File: src/rtl/egd_pkg.sv
// shared types, codes and helpers for the exp-golomb decoder
package egd_pkg;

  localparam int CHUNK_BITS = 8;
  localparam int RUN_W      = 5;
  localparam int LEFT_W     = 6;
  localparam int VAL_W      = 32;
  localparam int CNT_W      = 4;

  typedef enum logic [1:0] {
    ERR_NONE   = 2'd0,
    ERR_PREFIX = 2'd1,
    ERR_EOS    = 2'd2
  } err_t;

  typedef enum logic [1:0] {
    ST_IDLE,
    ST_RUN,
    ST_END,
    ST_LAST
  } st_t;

  // one queued chunk, bit count already clamped to the chunk width
  typedef struct packed {
    logic [CHUNK_BITS-1:0] data;
    logic [CNT_W-1:0]      count;
    logic                  eos;
  } chunk_t;

  // one decoded code waiting to leave
  typedef struct packed {
    logic [VAL_W-1:0] uval;
    logic [VAL_W-1:0] sval;
    err_t             err;
  } res_t;

  // even v maps to -(v/2), odd v to (v+1)/2
  function automatic logic [VAL_W-1:0] signed_map(input logic [VAL_W-1:0] v);
    logic [VAL_W-1:0] h;
    h = v >> 1;
    return v[0] ? h + VAL_W'(1) : VAL_W'(0) - h;
  endfunction

endpackage

File: src/rtl/egd_if.sv
// stream channels: incoming bit chunks and decoded results
interface egd_chunk_if;
  logic       valid;
  logic       ready;
  logic [7:0] data_bits;
  logic [3:0] bit_count;
  logic       end_of_stream;

  modport source (output valid, data_bits, bit_count, end_of_stream, input ready);
  modport sink   (input valid, data_bits, bit_count, end_of_stream, output ready);
endinterface

interface egd_result_if;
  logic               valid;
  logic               ready;
  logic [31:0]        unsigned_value;
  logic signed [31:0] signed_value;
  logic [1:0]         code_error;
  logic               last_of_chunk;

  modport source (output valid, unsigned_value, signed_value, code_error, last_of_chunk,
                  input ready);
  modport sink   (input valid, unsigned_value, signed_value, code_error, last_of_chunk,
                  output ready);
endinterface

File: src/rtl/egd_front.sv
// chunk intake: clamps the bit count and holds chunks in a two-entry queue
module egd_front (
  input  logic              clk,
  input  logic              rst,
  egd_chunk_if.sink         chunk,
  output logic              q_valid,
  output egd_pkg::chunk_t   q_item,
  input  logic              q_ready
);

  egd_pkg::chunk_t mem [2];
  logic            wr_ptr;
  logic            rd_ptr;
  logic [1:0]      fill;
  egd_pkg::chunk_t in_item;
  logic            push;
  logic            pop;

  always_comb begin
    in_item.data = chunk.data_bits;
    in_item.eos  = chunk.end_of_stream;
    if (chunk.bit_count > egd_pkg::CNT_W'(egd_pkg::CHUNK_BITS)) begin
      in_item.count = egd_pkg::CNT_W'(egd_pkg::CHUNK_BITS);
    end else begin
      in_item.count = chunk.bit_count;
    end
  end

  assign chunk.ready = (fill != 2'd2);
  assign push        = chunk.valid && chunk.ready;
  assign q_valid     = (fill != 2'd0);
  assign pop         = q_valid && q_ready;
  assign q_item      = mem[rd_ptr];

  always_ff @(posedge clk) begin
    if (push) begin
      mem[wr_ptr] <= in_item;
    end
  end

  always_ff @(posedge clk) begin
    if (rst) begin
      wr_ptr <= 1'b0;
      rd_ptr <= 1'b0;
      fill   <= 2'd0;
    end else begin
      if (push) begin
        wr_ptr <= ~wr_ptr;
      end
      if (pop) begin
        rd_ptr <= ~rd_ptr;
      end
      case ({push, pop})
        2'b10:   fill <= fill + 2'd1;
        2'b01:   fill <= fill - 2'd1;
        default: fill <= fill;
      endcase
    end
  end

endmodule

File: src/rtl/egd_back.sv
// bit-serial code engine: one stream bit per cycle unless the output stalls, results through an output register
module egd_back #(
  parameter int MAX_PREFIX = 31
) (
  input  logic              clk,
  input  logic              rst,
  input  logic              q_valid,
  input  egd_pkg::chunk_t   q_item,
  output logic              q_ready,
  egd_result_if.source      result
);

  egd_pkg::st_t st, st_next;

  // current chunk
  egd_pkg::chunk_t cur;
  logic [egd_pkg::CNT_W-1:0] idx;

  // decode state
  logic [egd_pkg::RUN_W-1:0]  zero_run;
  logic                       in_suffix;
  logic [egd_pkg::LEFT_W-1:0] suffix_left;
  logic [egd_pkg::VAL_W-1:0]  suffix_acc;

  // one result held back until we know whether it is the chunk's last
  logic          pend_valid;
  egd_pkg::res_t pend;

  // output register
  logic          out_valid;
  egd_pkg::res_t out_res;
  logic          out_last;

  // combinational step results
  logic                       cur_bit;
  logic                       bits_done;
  logic                       hit;
  egd_pkg::res_t              hit_res;
  logic [egd_pkg::RUN_W-1:0]  zero_run_next;
  logic                       in_suffix_next;
  logic [egd_pkg::LEFT_W-1:0] suffix_left_next;
  logic [egd_pkg::VAL_W-1:0]  suffix_acc_next;
  logic [egd_pkg::VAL_W-1:0]  acc_shift;
  logic [egd_pkg::LEFT_W-1:0] left_dec;
  logic                       flush_hit;
  logic                       out_free;
  logic                       fire;
  logic                       take_hit;
  logic                       move_pend;
  logic                       move_last;

  assign out_free  = !out_valid || result.ready;
  assign bits_done = (idx == cur.count);
  assign cur_bit   = cur.data[3'd7 - idx[2:0]];
  assign acc_shift = {suffix_acc[egd_pkg::VAL_W-2:0], cur_bit};
  assign left_dec  = suffix_left - egd_pkg::LEFT_W'(1);
  assign flush_hit = cur.eos && (in_suffix || (zero_run != '0));

  // single-bit decode step
  always_comb begin
    hit              = 1'b0;
    hit_res.uval     = '0;
    hit_res.err      = egd_pkg::ERR_NONE;
    zero_run_next    = zero_run;
    in_suffix_next   = in_suffix;
    suffix_left_next = suffix_left;
    suffix_acc_next  = suffix_acc;
    if (in_suffix) begin
      suffix_acc_next  = acc_shift;
      suffix_left_next = left_dec;
      if (left_dec == '0) begin
        hit              = 1'b1;
        hit_res.uval     = acc_shift - egd_pkg::VAL_W'(1);
        zero_run_next    = '0;
        in_suffix_next   = 1'b0;
        suffix_left_next = '0;
        suffix_acc_next  = '0;
      end
    end else if (!cur_bit) begin
      if (zero_run >= egd_pkg::RUN_W'(MAX_PREFIX)) begin
        hit              = 1'b1;
        hit_res.err      = egd_pkg::ERR_PREFIX;
        zero_run_next    = '0;
        suffix_left_next = '0;
        suffix_acc_next  = '0;
      end else begin
        zero_run_next = zero_run + egd_pkg::RUN_W'(1);
      end
    end else if (zero_run == '0) begin
      hit = 1'b1;
    end else begin
      in_suffix_next   = 1'b1;
      suffix_left_next = egd_pkg::LEFT_W'(zero_run);
      suffix_acc_next  = egd_pkg::VAL_W'(1);
      zero_run_next    = '0;
    end
    hit_res.sval = egd_pkg::signed_map(hit_res.uval);
  end

  // next state
  always_comb begin
    st_next = st;
    case (st)
      egd_pkg::ST_IDLE: if (q_valid) st_next = egd_pkg::ST_RUN;
      egd_pkg::ST_RUN:  if (bits_done) st_next = egd_pkg::ST_END;
      egd_pkg::ST_END:  if (fire) st_next = egd_pkg::ST_LAST;
      egd_pkg::ST_LAST: if (fire) st_next = egd_pkg::ST_IDLE;
      default:          st_next = egd_pkg::ST_IDLE;
    endcase
  end

  // step controls
  always_comb begin
    q_ready   = 1'b0;
    fire      = 1'b0;
    take_hit  = 1'b0;
    move_pend = 1'b0;
    move_last = 1'b0;
    case (st)
      egd_pkg::ST_IDLE: begin
        q_ready = 1'b1;
      end
      egd_pkg::ST_RUN: begin
        fire      = !bits_done && !(hit && pend_valid && !out_free);
        take_hit  = fire && hit;
        move_pend = take_hit && pend_valid;
      end
      egd_pkg::ST_END: begin
        fire      = !(flush_hit && pend_valid && !out_free);
        take_hit  = fire && flush_hit;
        move_pend = take_hit && pend_valid;
      end
      egd_pkg::ST_LAST: begin
        fire      = !pend_valid || out_free;
        move_last = pend_valid && out_free;
      end
      default: begin
        q_ready = 1'b0;
      end
    endcase
  end

  always_ff @(posedge clk) begin
    if (rst) begin
      st          <= egd_pkg::ST_IDLE;
      idx         <= '0;
      zero_run    <= '0;
      in_suffix   <= 1'b0;
      suffix_left <= '0;
      suffix_acc  <= '0;
      pend_valid  <= 1'b0;
      out_valid   <= 1'b0;
    end else begin
      st <= st_next;
      if (st == egd_pkg::ST_IDLE && q_valid) begin
        idx <= '0;
      end
      if (st == egd_pkg::ST_RUN && fire) begin
        idx         <= idx + egd_pkg::CNT_W'(1);
        zero_run    <= zero_run_next;
        in_suffix   <= in_suffix_next;
        suffix_left <= suffix_left_next;
        suffix_acc  <= suffix_acc_next;
      end
      if (st == egd_pkg::ST_END && fire && cur.eos) begin
        zero_run    <= '0;
        in_suffix   <= 1'b0;
        suffix_left <= '0;
        suffix_acc  <= '0;
      end
      if (take_hit) begin
        pend_valid <= 1'b1;
      end else if (move_last) begin
        pend_valid <= 1'b0;
      end
      if (move_pend || move_last) begin
        out_valid <= 1'b1;
      end else if (result.ready) begin
        out_valid <= 1'b0;
      end
    end
  end

  // payload registers
  always_ff @(posedge clk) begin
    if (st == egd_pkg::ST_IDLE && q_valid) begin
      cur <= q_item;
    end
    if (take_hit) begin
      if (st == egd_pkg::ST_END) begin
        pend.uval <= '0;
        pend.sval <= '0;
        pend.err  <= egd_pkg::ERR_EOS;
      end else begin
        pend <= hit_res;
      end
    end
    if (move_pend || move_last) begin
      out_res  <= pend;
      out_last <= move_last;
    end
  end

  assign result.valid          = out_valid;
  assign result.unsigned_value = out_res.uval;
  assign result.signed_value   = signed'(out_res.sval);
  assign result.code_error     = out_res.err;
  assign result.last_of_chunk  = out_last;

  a_prefix_bound: assert property (@(posedge clk) disable iff (rst)
    zero_run <= egd_pkg::RUN_W'(MAX_PREFIX))
    else $error("zero run past prefix limit");

  a_suffix_shape: assert property (@(posedge clk) disable iff (rst)
    in_suffix |-> (suffix_left != '0) && (zero_run == '0))
    else $error("suffix state inconsistent");

  a_idx_bound: assert property (@(posedge clk) disable iff (rst)
    (st == egd_pkg::ST_RUN) |-> (idx <= cur.count))
    else $error("bit index past chunk");

  a_last_marked: assert property (@(posedge clk) disable iff (rst)
    move_last |=> out_valid && out_last)
    else $error("closing result not marked last");

  a_idle_empty: assert property (@(posedge clk) disable iff (rst)
    (st == egd_pkg::ST_IDLE) |-> !pend_valid)
    else $error("held result left behind");

endmodule

File: src/rtl/exp_golomb_decoder_top.sv
// Order-0 Exp-Golomb decoder. Chunks of up to eight stream bits (first bit in
// bit 7) enter a two-entry queue; the decode engine behind it consumes one
// stream bit per clock while the output does not stall, and takes one chunk at
// a time through load, one step per valid bit, end-of-bits check, stream-end
// check and final result release before it loads the next.
// Each finished code yields the ue value
// (codeword minus one) and its se mapping; a prefix longer than MAX_PREFIX
// zeros gives error 1 and restarts, a code cut off by end_of_stream gives
// error 2 with value 0. The last result of each chunk carries last_of_chunk,
// which is why one result is held inside the engine until the next one or
// the end of the chunk is known. A stalled output holds up only the engine;
// the queue keeps accepting chunks until it is full.
module exp_golomb_decoder_top #(
  parameter int MAX_PREFIX = 31
) (
  input  logic         clk,
  input  logic         rst,
  egd_chunk_if.sink    chunk,
  egd_result_if.source result
);

  logic            q_valid;
  logic            q_ready;
  egd_pkg::chunk_t q_item;

  egd_front u_front (
    .clk     (clk),
    .rst     (rst),
    .chunk   (chunk),
    .q_valid (q_valid),
    .q_item  (q_item),
    .q_ready (q_ready)
  );

  egd_back #(
    .MAX_PREFIX (MAX_PREFIX)
  ) u_back (
    .clk     (clk),
    .rst     (rst),
    .q_valid (q_valid),
    .q_item  (q_item),
    .q_ready (q_ready),
    .result  (result)
  );

endmodule

File: src/flat_wrapper.sv
// flat-port wrapper written by rule: the top's interface ports become plain ports
module exp_golomb_decoder_top_flat 
#(
  parameter int MAX_PREFIX = 31
)
  (clk, rst, chunk_valid, chunk_data_bits, chunk_bit_count, chunk_end_of_stream, chunk_ready, result_valid, result_unsigned_value, result_signed_value, result_code_error, result_last_of_chunk, result_ready);
  egd_chunk_if chunk_i ();
  egd_result_if result_i ();
  input  logic clk;
  input  logic rst;
  input wire logic [$bits(chunk_i.valid)-1:0] chunk_valid;
  input wire logic [$bits(chunk_i.data_bits)-1:0] chunk_data_bits;
  input wire logic [$bits(chunk_i.bit_count)-1:0] chunk_bit_count;
  input wire logic [$bits(chunk_i.end_of_stream)-1:0] chunk_end_of_stream;
  output wire logic [$bits(chunk_i.ready)-1:0] chunk_ready;
  output wire logic [$bits(result_i.valid)-1:0] result_valid;
  output wire logic [$bits(result_i.unsigned_value)-1:0] result_unsigned_value;
  output wire logic [$bits(result_i.signed_value)-1:0] result_signed_value;
  output wire logic [$bits(result_i.code_error)-1:0] result_code_error;
  output wire logic [$bits(result_i.last_of_chunk)-1:0] result_last_of_chunk;
  input wire logic [$bits(result_i.ready)-1:0] result_ready;
  assign chunk_i.valid = chunk_valid;
  assign chunk_i.data_bits = chunk_data_bits;
  assign chunk_i.bit_count = chunk_bit_count;
  assign chunk_i.end_of_stream = chunk_end_of_stream;
  assign chunk_ready = chunk_i.ready;
  assign result_valid = result_i.valid;
  assign result_unsigned_value = result_i.unsigned_value;
  assign result_signed_value = result_i.signed_value;
  assign result_code_error = result_i.code_error;
  assign result_last_of_chunk = result_i.last_of_chunk;
  assign result_i.ready = result_ready;
  exp_golomb_decoder_top #(.MAX_PREFIX(MAX_PREFIX)) u_core (.clk(clk), .rst(rst), .chunk(chunk_i), .result(result_i));
endmodule
File: config.mk
export PLATFORM = sky130hd
export DESIGN_NAME = exp_golomb_decoder_top_flat
export DESIGN_NICKNAME = d
export VERILOG_FILES = /design/src/rtl/egd_pkg.sv /design/src/rtl/egd_if.sv /design/src/rtl/egd_front.sv /design/src/rtl/egd_back.sv /design/src/rtl/exp_golomb_decoder_top.sv /design/src/flat_wrapper.sv
export SDC_FILE = /design/constraint.sdc
export NUM_CORES = 1
export LEC_CHECK = 0
export BUFFER_PORTS_ARGS = -buffer_cell sky130_fd_sc_hd__buf_4
export CORE_ASPECT_RATIO = 1.4
export CORE_MARGIN = 10
export CORE_UTILIZATION = 30
export DETAILED_ROUTE_END_ITERATION = 6
export PLACE_DENSITY_LB_ADDON = 0.12
export SETUP_SLACK_MARGIN = 0.15
export SLEW_MARGIN = 20
export SYNTH_ARGS = -nofsm -noshare
export SYNTH_HDL_FRONTEND = slang
export SYNTH_SLANG_ARGS = --single-unit
File: constraint.sdc
create_clock -name clk -period 16.1 [get_ports clk]
set_input_delay 1.61 -clock clk [delete_from_list [all_inputs] [get_ports clk]]
set_output_delay 1.61 -clock clk [all_outputs]
set_load 0.05 [all_outputs]
==> metrics.txt <==
adder-cell area share of the yosys netlist=0.0158; Clock Tree Buf Depth=3; CTS HTree Levels=1; PD cells=130 nW/um2; worst path bufs/invs=2; R2R Setup Slk=10.06 ns; Place WS=10.16 ns; Leak=4.62 nW; slowest cell on the critical path=nand4_1; post-synthesis simple-gate area fraction=0.192; final hold violations=0; R2R Path Start=u_core.u_back.idx[0]$_SDFFE_PP0P_; worst vdd ir=0.0657 mV; Commonest cells post-synth=edfxtp_1 (172), nand2_1 (114), nor2_1 (110); Cells after Synth=1034; worst path required time=16.38 ns; # setup viols final=0; Routed Antenna Nets=0; Root Buffer=clkbuf_16; max cap viols=0; final slew viol count=0; crit path cell chain=mux2i_1 -> a22o_1 -> nor2_1 -> buf_4 -> clkinv_1 -> ha_1 -> nor3b_1 -> nand4_1 -> o31a_1 -> o21ai_1 -> o2111ai_2 -> or4_1 -> o21ai_1 -> mux2_2; DRC viols=0; cts hold-fix bufs=0; fraction of registers with async set/reset=0; crit path DAT=6.32 ns; Ant. Diodes=0; gr ovfl total=0; register area share after synthesis=0.565; Post-CTS Resized=0; post-synthesis xor/xnor area fraction=0.0456; Syn Area/Cell=10.7 um2; Die Height=247 um; DP Cell Count=1536; Num Clock Sinks=227; CTS tree=built; number of global-route vias before repair=7946; DP HPWL=19700 um; Setup TNS Final=0 ns; Num CTS Buffers=24; share of layout cells above drive strength 1=0.165; top_reg_cell synth=edfxtp_1; post-synthesis cell type count=82; skew final=0.0125 ns; dominant cell type by area after synthesis=edfxtp_1; largest net degree at the start of global routing=68; Compound-Gate Fraction of Synth Area=0.118; Chip Width=182 um; Worst Setup End Kind=register; RR Endpoint=u_core.u_back.pend[28]$_SDFFCE_PP0P_; Post-Syn Nets=1065; CP Class=reg2reg; Finished Layout Cells=1580; fin crit share=0.375; DIE AREA=45100 um2; CP most frequent cell=o21ai_1; Post-layout nets=1126; # Post-CTS Setup Buffers=0; Buffers on Ports=85; drt wl/cell=17.4 um; Rows=83; top cell type's share of synthesized area=0.466; Placeable Area=36600 um2; Total GRT Usage=0.119; Hold Crit Depth=0; max_slew headroom=0.310; slew at the pin closest to its max-slew limit=1.03 ns; initial antenna violation count=0; routability cong.=0.837; largest family of logic cells by synthesized area=simple AND/OR/NAND/NOR gates; WL final=27400 um; I/O pin cnt=86; WHS Endpoint=u_core.u_back.result.code_error[1]$_DFFE_PP_; Vias/cell=5.01; crit-path leading delay family=simple AND/OR/NAND/NOR gates; Layout area overhead=17.1%; shortest period the worst path allows=6.04 ns; synthesized cell area=11100 um2; Tightest Hold Check Type=reg2reg; via count=7920; Worst-Skew Late Latency=0.53 ns; Synth Warn #=0; first-pass GRT wire length=44000 um; status=finished, final reports clean; post-synthesis mux area share=0.0313; f_max=166 MHz; Startpoint Class=register; most numerous cell in the Yosys netlist=edfxtp_1; unrepaired setup endpoints after global routing=false; #FFs+latches synth=227; HP Start=u_core.u_back.pend[1]$_SDFFCE_PP1P_; Initial Util=0.303; Iter 0 DRT Violations=456; Reg2Reg Depth=14; ranking of synthesized cells by area=edfxtp_1 (47%), dfxtp_1 (9.9%), nand2_1 (3.9%); number of flops mapped to enable cells by yosys=172; final worst slack=10.06 ns; slowest stage delay, CP=0.64 ns; crit-path max FO=17; TritonRoute pass-1 iters=5; Reg clk slew, reported paths=0.06 ns
registers in the layout (all words and copies together), names as in the netlist:
signal,count
u_core.u_front.wr_ptr,1
u_core.u_back.pend,66
u_core.u_back.pend_valid,1
u_core.u_back.in_suffix,1
u_core.u_front.fill,2
u_core.u_front.rd_ptr,1
u_core.u_back.result.code_error,2
u_core.u_back.zero_run,5
u_core.u_back.idx,4
u_core.u_back.result.unsigned_value,32
u_core.u_back.suffix_acc,31
u_core.u_back.result.signed_value,32
u_core.u_back.result.last_of_chunk,1
u_core.u_back.suffix_left,6
u_core.u_back.result.valid,1
u_core.u_back.st,2
u_core.u_front.mem,26
u_core.u_back.cur,13
where the power goes:
group | switching, mW | total, mW | leakage [nW] | internal [mW]
registers | 0.0224 | 0.709 | 2.08 | 0.687
clock network | 0.228 | 0.572 | 0.402 | 0.344
logic | 0.269 | 0.409 | 2.14 | 0.140
area by class of cell:
cell class	count	area, um2
fill	3690	23600
inverter	24	90.1
clock buffer	34	679
clock inverter	10	138
tap	467	584
sequential	227	6270
multi-input combinational	722	4500
timing repair buffer	96	721
metrics by stage:
step	hold slack [ns]	utilization	power, mW	instance area [um2]
global route	0.423	0.355	1.78	13000
detailed placement	0.405	0.333	1.14	12200
CTS	0.419	0.355	1.72	13000
floorplan	0.400	-	1.02	11100
global placement	0.405	0.333	1.14	12200
finish	0.416	0.355	1.69	13000
kinds of logic (layout without fill, tap and decap cells):
group | Yosys count | in the layout
DFF | 227 | 227
xor gates and xnor gates | 56 | 56
and+or+nand+nor | 425 | 425
AOI/OAI and AO/OA | 196 | 196
adders and majority gates | 14 | 14
muxes | 31 | 31
buffers and inverters | 85 | 164
layer usage:
metal  vias to the layer above  routed length, um  GRT usage
li1                       3931                  -          -
met1                      3774              11200      0.135
met2                       164              14100      0.217
met3                        51               1360     0.0224
met4                         0                761     0.0422
met5                         -                  0          0
worst max-delay path by stage:
stage / cells after the start / start / slack, ns / to
finish: 14 / u_core.u_back.idx[0]$_SDFFE_PP0P_ / 10.06 / u_core.u_back.pend[28]$_SDFFCE_PP0P_
global route: 15 / u_core.u_back.idx[0]$_SDFFE_PP0P_ / 9.70 / u_core.u_back.pend[24]$_SDFFCE_PP0P_
CTS: 15 / u_core.u_back.idx[0]$_SDFFE_PP0P_ / 10.13 / u_core.u_back.pend[24]$_SDFFCE_PP0P_
detailed placement: 15 / u_core.u_back.idx[0]$_SDFFE_PP0P_ / 10.16 / u_core.u_back.pend[24]$_SDFFCE_PP0P_
global placement: 15 / u_core.u_back.idx[0]$_SDFFE_PP0P_ / 10.28 / u_core.u_back.pend[30]$_SDFFCE_PP0P_
floorplan: 7 / result_ready / 8.37 / u_core.u_back.pend_valid$_SDFFE_PP0P_
cells in the final DEF, fill, tap and decap left out, drive strengths merged, types with 17 or more instances in the layout:
cell type,netlist,layout
a211oi,17,17
a21oi,73,73
buf,13,96
clkbuf,48,34
dfxtp,55,55
edfxtp,172,172
inv,22,25
mux2,23,23
nand2,114,114
nand3,28,28
nor2,110,110
nor3,45,45
nor4,19,19
o21ai,25,25
xnor2,36,36
xor2,20,20
Note: power is estimated with default switching activity, not from simulation.
